$ cat config.mk
export PLATFORM = sky130hd
export DESIGN_NAME = rsie_ram
export DESIGN_NICKNAME = d
export VERILOG_FILES = /design/src/rtl/core/rsie_ram.sv
export SDC_FILE = /design/constraint.sdc
export NUM_CORES = 1
export LEC_CHECK = 0
export ABC_AREA = 1
export ABC_CLOCK_PERIOD_IN_PS = 2860
export BUFFER_PORTS_ARGS = -buffer_cell sky130_fd_sc_hd__clkbuf_2
export CORE_MARGIN = 5
export CORE_UTILIZATION = 45
export CTS_BUF_LIST = sky130_fd_sc_hd__clkbuf_4 sky130_fd_sc_hd__clkbuf_8
export DETAILED_ROUTE_END_ITERATION = 8
export GPL_TIMING_DRIVEN = 0
export PLACE_DENSITY = 0.69
export SYNTH_ARGS = -nofsm -noshare
export SYNTH_HDL_FRONTEND = slang
export SYNTH_SLANG_ARGS = --single-unit
$ cat constraint.sdc
create_clock -name clk_i -period 2.86 [get_ports clk_i]
set_input_delay 0.572 -clock clk_i [delete_from_list [all_inputs] [get_ports clk_i]]
set_output_delay 0.572 -clock clk_i [all_outputs]
set_load 0.02 [all_outputs]
$ cat src/rtl/core/rsie_ram.sv
`timescale 1ns / 1ps
// ----------------------------------------------------------------------------
// rsie_ram
// Generic single-write, single-read synchronous RAM with registered read.
// ----------------------------------------------------------------------------
module rsie_ram #(
  parameter int unsigned Width = 32,
  parameter int unsigned Depth = 16,
  localparam int unsigned AddrW = (Depth > 1) ? $clog2(Depth) : 1
) (
  input  logic             clk_i,
  input  logic             we_i,
  input  logic [AddrW-1:0] waddr_i,
  input  logic [Width-1:0] wdata_i,
  input  logic             re_i,
  input  logic [AddrW-1:0] raddr_i,
  output logic [Width-1:0] rdata_o
);

  logic [Width-1:0] mem_q [Depth];
  logic [Width-1:0] rdata_q;

  // Read-before-write: a read at the write address returns the old word.
  always_ff @(posedge clk_i) begin
    if (we_i) begin
      mem_q[waddr_i] <= wdata_i;
    end
    if (re_i) begin
      rdata_q <= mem_q[raddr_i];
    end
  end

  assign rdata_o = rdata_q;

endmodule

==> results of run 1 <==
-- worst paths after layout --
| check | cells past startpoint | endpoint | slack [ns] | startpoint |
|---|---|---|---|---|
| worst max-delay path | 5 | rdata_o[17] | 1.04 | raddr_i[3] |
| worst min-delay path | 1 | mem_q[7][16] | 0.31 | wdata_i[16] |
| worst max register to register | 6 | rdata_o[17] | 1.64 | mem_q[7][17] |
| worst min register to register | 6 | rdata_o[27] | 0.73 | mem_q[10][27] |
-- kinds of logic after synthesis --
family | share of synthesized area [%]
buffers and inverters | 9.41
DFF | 70.9
and+or+nand+nor | 19.7
-- placed cells by master, fill, tap and decap left out --
cell type   netlist  final
inv_1           388    388
buf_4             6      6
inv_6             0      1
edfxtp_1        544    544
nand2_1         677    677
inv_4             1      1
nand3_1         385    385
buf_2            41     41
buf_1            14     14
clkinv_1          0     25
diode_2           0      1
clkbuf_1         14     14
clkbuf_2          0     72
buf_6            29     29
clkinvlp_4        0      3
bufinv_16         0      1
nor2_4            0     16
clkbuf_4          0     24
buf_16            0     10
clkbuf_8          0     88
inv_2             1      1
buf_12            1      7
nand3b_1          2      2
nor2_1           17      1
clkinv_2          0      5
-- per-stage QoR --
step           worst slack, ns  total power, W  setup TNS, ns  std cells  area (sq um)
2_1_floorplan            0.295         0.00985              0       2120         23100
3_3_place_gp             -1.54          0.0103        -656.06       2872         24300
3_5_place_dp             0.406          0.0104              0       2888         24800
4_1_cts                   1.01          0.0165              0       3035         26300
5_1_grt                  0.997          0.0170              0       3036         26400
6_report                  1.04          0.0165              0       3036         26400
-- registers in the layout, indices dropped and copies added, names as in the netlist --
| name | count |
|---|---|
| mem_q | 512 |
| rdata_o | 32 |
-- critical path: stages --
cell and delay (ns):
clkbuf_1 0.47, inv_1 0.29, buf_1 0.46, nand3_1 0.31, nand2_1 0.10
-- cell type report --
class / count / area (sq um) / area share (%)
clock buffer: 112 / 1390 / 5.28
sequential: 544 / 16300 / 62.0
tap: 680 / 851 / 3.23
multi-input combinational: 1081 / 4670 / 17.7
timing repair buffer: 88 / 756 / 2.87
inverter: 390 / 1470 / 5.56
clock inverter: 35 / 180 / 0.684
buffer: 105 / 702 / 2.66
antenna: 1 / 2.50 / 0.00950
-- per-layer routing --
metal	wire [um]	part of all wire [%]	GRT usage, %	vias up
met5	0	0	0	-
met4	2290	3.6	8.90	0
met3	6630	11	5.31	154
met2	29200	47	34.7	871
met1	24500	39	28.8	7561
li1	-	-	-	7242
-- report_power, final --
group / switching [W] / total [W] / internal [W] / leakage [nW]
Combinational: 0.000887 / 0.00122 / 0.000334 / 5.44
Sequential: 0.0000445 / 0.00903 / 0.00898 / 4.94
Clock: 0.00298 / 0.00622 / 0.00324 / 0.821
==> impl_metrics.json, run 1 <==
{
  "drive_above_1_share_pct": 13.0,
  "cp.arrival_ns": 2.20,
  "routedWlPerCell_um": 20.6,
  "ctsHoldBuffers": 0,
  "finClkSkew_ns": 0.0396,
  "numCtsBuffers": 85,
  "drt-total-wl_um": 62700,
  "yosysMostFrequentCell": "nand2_1",
  "power_density_nw_per_um2": 625,
  "clk_path_buf_depth": 3,
  "synth-edff-count": 544,
  "nets": 2338,
  "path_class": "in -> reg",
  "cts_num_sinks": 544,
  "synth_top_cell_area_share_pct": 70.9,
  "ys.warnings.count": 0,
  "post_cts_resized": 0,
  "dr.first_iter.drc_count": 1629,
  "synth_cell_types": 14,
  "cts_tree": "built",
  "synth_area_leaders": "edfxtp_1 71%, nand2_1 11%, nand3_1 8.4%",
  "avgSynthCellArea_sq_um": 10.9,
  "timing.final.crit_period_ns": 1.82,
  "hold_slack_ns": 0.312,
  "clk_transition_reported_paths_ns": 0.06,
  "nFillCells": 4322,
  "area_growth_pct": 14.3,
  "rows": 83,
  "setup_viol": 0,
  "synth_nets": 2163,
  "ys.flop_type": "edfxtp_1",
  "status": "finished, final reports clean",
  "vias": 15828,
  "maxCapViolCount": 0,
  "ys_ff_latch": 544,
  "grt_pass1_vias": 15037,
  "rsz0062_at_grt": "no",
  "grt_pass1_wl_um": 91400,
  "max_freq_ghz": 0.551,
  "root_buffer": "clkbuf_8",
  "ys_seq_area_share_pct": 70.9,
  "worst_pin_slew_ns": 1.10,
  "async_reset_ff_share_pct": 0,
  "synth_cells": 2120,
  "peakVddDrop_uv": 316,
  "finalCritPeriodShare_pct": 63.5,
  "portBuffers": 72,
  "hold_class": "in -> reg",
  "cp.required_ns": 3.25,
  "maxSlewViolCount": 0,
  "via_per_inst": 5.21,
  "finalHoldViolations": 0,
  "dp_hpwl_um": 39200,
  "synth.cell_area_sq_um": 23100,
  "die_h_um": 236,
  "synth_area_leader_cell": "edfxtp_1",
  "coreArea_sq_um": 51000,
  "relSlewSlack_pct": 26.5,
  "drt-pass1-iter-count": 6,
  "drc": 0,
  "grt.total_usage_pct": 21.8,
  "netlist_top_cells_count": "677 x nand2_1, 544 x edfxtp_1, 388 x inv_1",
  "h-tree-depth": 3,
  "grt_antenna_before_repair": 1,
  "die_width_um": 236,
  "path_max_fanout": 10,
  "grt_max_degree": 33,
  "final_util_pct": 51.7,
  "dieArea_sq_um": 55800,
  "grt-ovfl-total": 0,
  "postCtsSetupBuffers": 0,
  "crit_path_start_kind": "input pin",
  "final_antenna_net_count": 0,
  "crit_path_end_kind": "register",
  "io_pins": 75,
  "place_congestion": 0.833,
  "power_leakage_nw": 11.2,
  "start_util_pct": 45.2,
  "clkLatencyLatePin_ns": 0.68
}
Power figures use the tool's default switching activity.
==> run 2: changes to the inputs <==
- ABC_AREA: 1 -> 0
- ABC_CLOCK_PERIOD_IN_PS: 2860 -> 1550
- PLACE_DENSITY: 0.69 -> 0.71
- clock period: 2.86 -> 1.55 ns (I/O delays scaled with it)
==> run 2 against run 1 <==
The flow now finishes with violations (negative setup slack); first-iteration DRC count is 42% lower; via count shrank 40%; register-to-register slack worse by 1.6 ns; synthesized cell count decreased by 60%; power grew 83%; sequential power rose by 85%; critical path depth down 2.
==> impl_metrics.json, run 2 <==
{
  "synth_top_family_by_area": "multiplexers",
  "clkLatencyLatePin_ns": 0.63,
  "antenna_cells": 0,
  "synth_compound_area_share_pct": 2.38,
  "clk_transition_reported_paths_ns": 0.06,
  "avgSynthCellArea_sq_um": 24.1,
  "violations": "negative setup slack",
  "synth_cells": 838,
  "power_density_nw_per_um2": 1280,
  "regMostFlops": "mem_q",
  "maxSlewViolCount": 0,
  "h-tree-depth": 3,
  "synth.cell_area_sq_um": 20200,
  "synth_top_cell_area_share_pct": 81.0,
  "vias": 9437,
  "grt_antenna_before_repair": 1,
  "status": "finished, violations left",
  "ys_ff_latch": 544,
  "die_h_um": 222,
  "cts_num_sinks": 544,
  "io_pins": 75,
  "synth_cell_types": 17,
  "drive_above_1_share_pct": 37.2,
  "routedWlPerCell_um": 26.2,
  "synthXorXnorAreaFrac_pct": 0,
  "ys.flop_type": "edfxtp_1",
  "rows": 77,
  "portBuffers": 72,
  "die_width_um": 222,
  "layout_common_cells": "544 x edfxtp_1, 128 x mux4_2, 87 x clkbuf_8",
  "yosysMostFrequentCell": "edfxtp_1",
  "grt-ovfl-total": 0,
  "largest_reg_flops": 512,
  "drt-pass1-iter-count": 5,
  "finClkSkew_ns": 0.0271,
  "power_leakage_nw": 7.58,
  "relSlewSlack_pct": 1.95,
  "synth-edff-count": 544,
  "synth_mux_area_share_pct": 14.3,
  "dr.first_iter.drc_count": 941,
  "coreArea_sq_um": 44300,
  "layout_setup_ws_ns": -0.218,
  "hold_slack_ns": 0.0735,
  "netlist_top_cells_count": "544 x edfxtp_1, 128 x mux4_2, 64 x a22oi_1",
  "dp_hpwl_um": 24200,
  "area_growth_pct": 16.8,
  "dieArea_sq_um": 49200,
  "cp.required_ns": 1.76,
  "yosys.area_share.simple_pct": 1.25,
  "grt_pass1_wl_um": 63200,
  "finalCritPeriodShare_pct": 114,
  "crit_path_end_kind": "register",
  "grt_max_degree": 33,
  "grt.total_usage_pct": 17.2,
  "final_util_pct": 53.2,
  "drt-total-wl_um": 43600,
  "path_class": "in -> reg",
  "root_buffer": "clkbuf_8",
  "synth_area_leaders": "edfxtp_1 81%, mux4_2 14%, a22oi_1 2.4%",
  "cp.arrival_ns": 1.98,
  "timing.final.crit_period_ns": 1.77,
  "path_max_fanout": 16,
  "start_util_pct": 45.5,
  "layout_commonest_cell": "edfxtp_1",
  "synth_fa_ha_area_share_pct": 0,
  "drc": 0,
  "nFillCells": 3406,
  "nets": 1055,
  "max_freq_ghz": 0.566,
  "ys_seq_area_share_pct": 81.0,
  "crit_path_start_kind": "input pin",
  "worst_pin_slew_ns": 1.47,
  "clk_path_buf_depth": 3,
  "async_reset_ff_share_pct": 0,
  "hold_class": "in -> reg",
  "peakVddDrop_uv": 580,
  "cts_tree": "built",
  "ys.warnings.count": 0,
  "numCtsBuffers": 85,
  "place_congestion": 0.712,
  "final_cells": 1666,
  "final_antenna_net_count": 0,
  "grt_pass1_vias": 9837,
  "synth_area_leader_cell": "edfxtp_1",
  "synth_nets": 881,
  "setup_viol": 240,
  "rsz0062_at_grt": "yes",
  "place_inst": 1511,
  "dp_slack_ns": -0.888,
  "finalHoldViolations": 0,
  "maxCapViolCount": 0,
  "via_per_inst": 5.66
}
run 2: cell count changes in the layout (fill, tap and decap cells not counted), sizes merged, moves of 2 or more:
cell	previous run	this run
clkinv	30	25
nand2	677	33
buf	107	43
mux4	0	128
bufinv	1	4
nand3	385	1
a22oi	0	64
inv	391	2
nor2b	0	2
nor3	0	4
nand2b	0	2
run 2: worst paths after layout:
check	end	cells past startpoint	slack (ns)	from
worst max-delay path	mem_q[15][22]	3	-0.22	waddr_i[0]
worst min-delay path	mem_q[8][6]	1	0.07	wdata_i[6]
worst max register to register	rdata_o[9]	3	0.05	mem_q[9][9]
worst min register to register	rdata_o[2]	3	0.75	mem_q[12][2]
run 2: area by class of cell:
type	count	area (sq um)	area share, %
timing repair buffer	84	578	2.45
clock inverter	33	255	1.08
buffer	43	395	1.68
tap	592	741	3.14
multi-input combinational	254	3840	16.3
clock buffer	116	1420	6.01
sequential	544	16300	69.3
run 2: critical path, stage by stage:
cell and delay [ns]:
buf_4 0.19, nand2_2 0.28, nor2_2 1.19
run 2: stage by stage:
stage | total power, W | area [sq um] | TNS [ns]
floorplan | 0.0179 | 20500 | -74.62
global placement | 0.0185 | 21600 | -487.79
detailed placement | 0.0186 | 21800 | -389.30
CTS | 0.0304 | 23500 | -37.72
global route | 0.0313 | 23600 | -44.27
finish | 0.0302 | 23600 | -31.90
run 2: cells by family (layout without fill, tap and decap cells):
logic type,Yosys count,count (layout)
buffers and inverters,43,276
multiplexers,128,128
flip-flops,544,544
AO/OA/AOI/OAI,64,64
AND/OR/NAND/NOR,59,62
run 2: per-layer routing:
layer / global-route usage [%] / wire [um] / vias up
met5: 0 / 13 / -
met4: 4.41 / 600 / 2
met3: 3.91 / 3300 / 51
met2: 27.1 / 21400 / 422
met1: 25.0 / 18300 / 4983
li1: - / - / 3979
run 2: power breakdown:
| part | internal, W | switching (W) | total (W) |
|---|---|---|---|
| logic | 0.000651 | 0.000994 | 0.00164 |
| registers | 0.0166 | 0.0000759 | 0.0167 |
| clock network | 0.00657 | 0.00530 | 0.0119 |
| total | 0.0238 | 0.00637 | 0.0302 |
run 2: what timing repair did:
item / CTS / global route
gates cloned: 0 / 3
endpoints found under the setup margin: 394 / 375
pin swaps: 3 / 6
resized for setup: 6 / 18
hold buffers: 0 / 0
setup buffers: 1 / 2
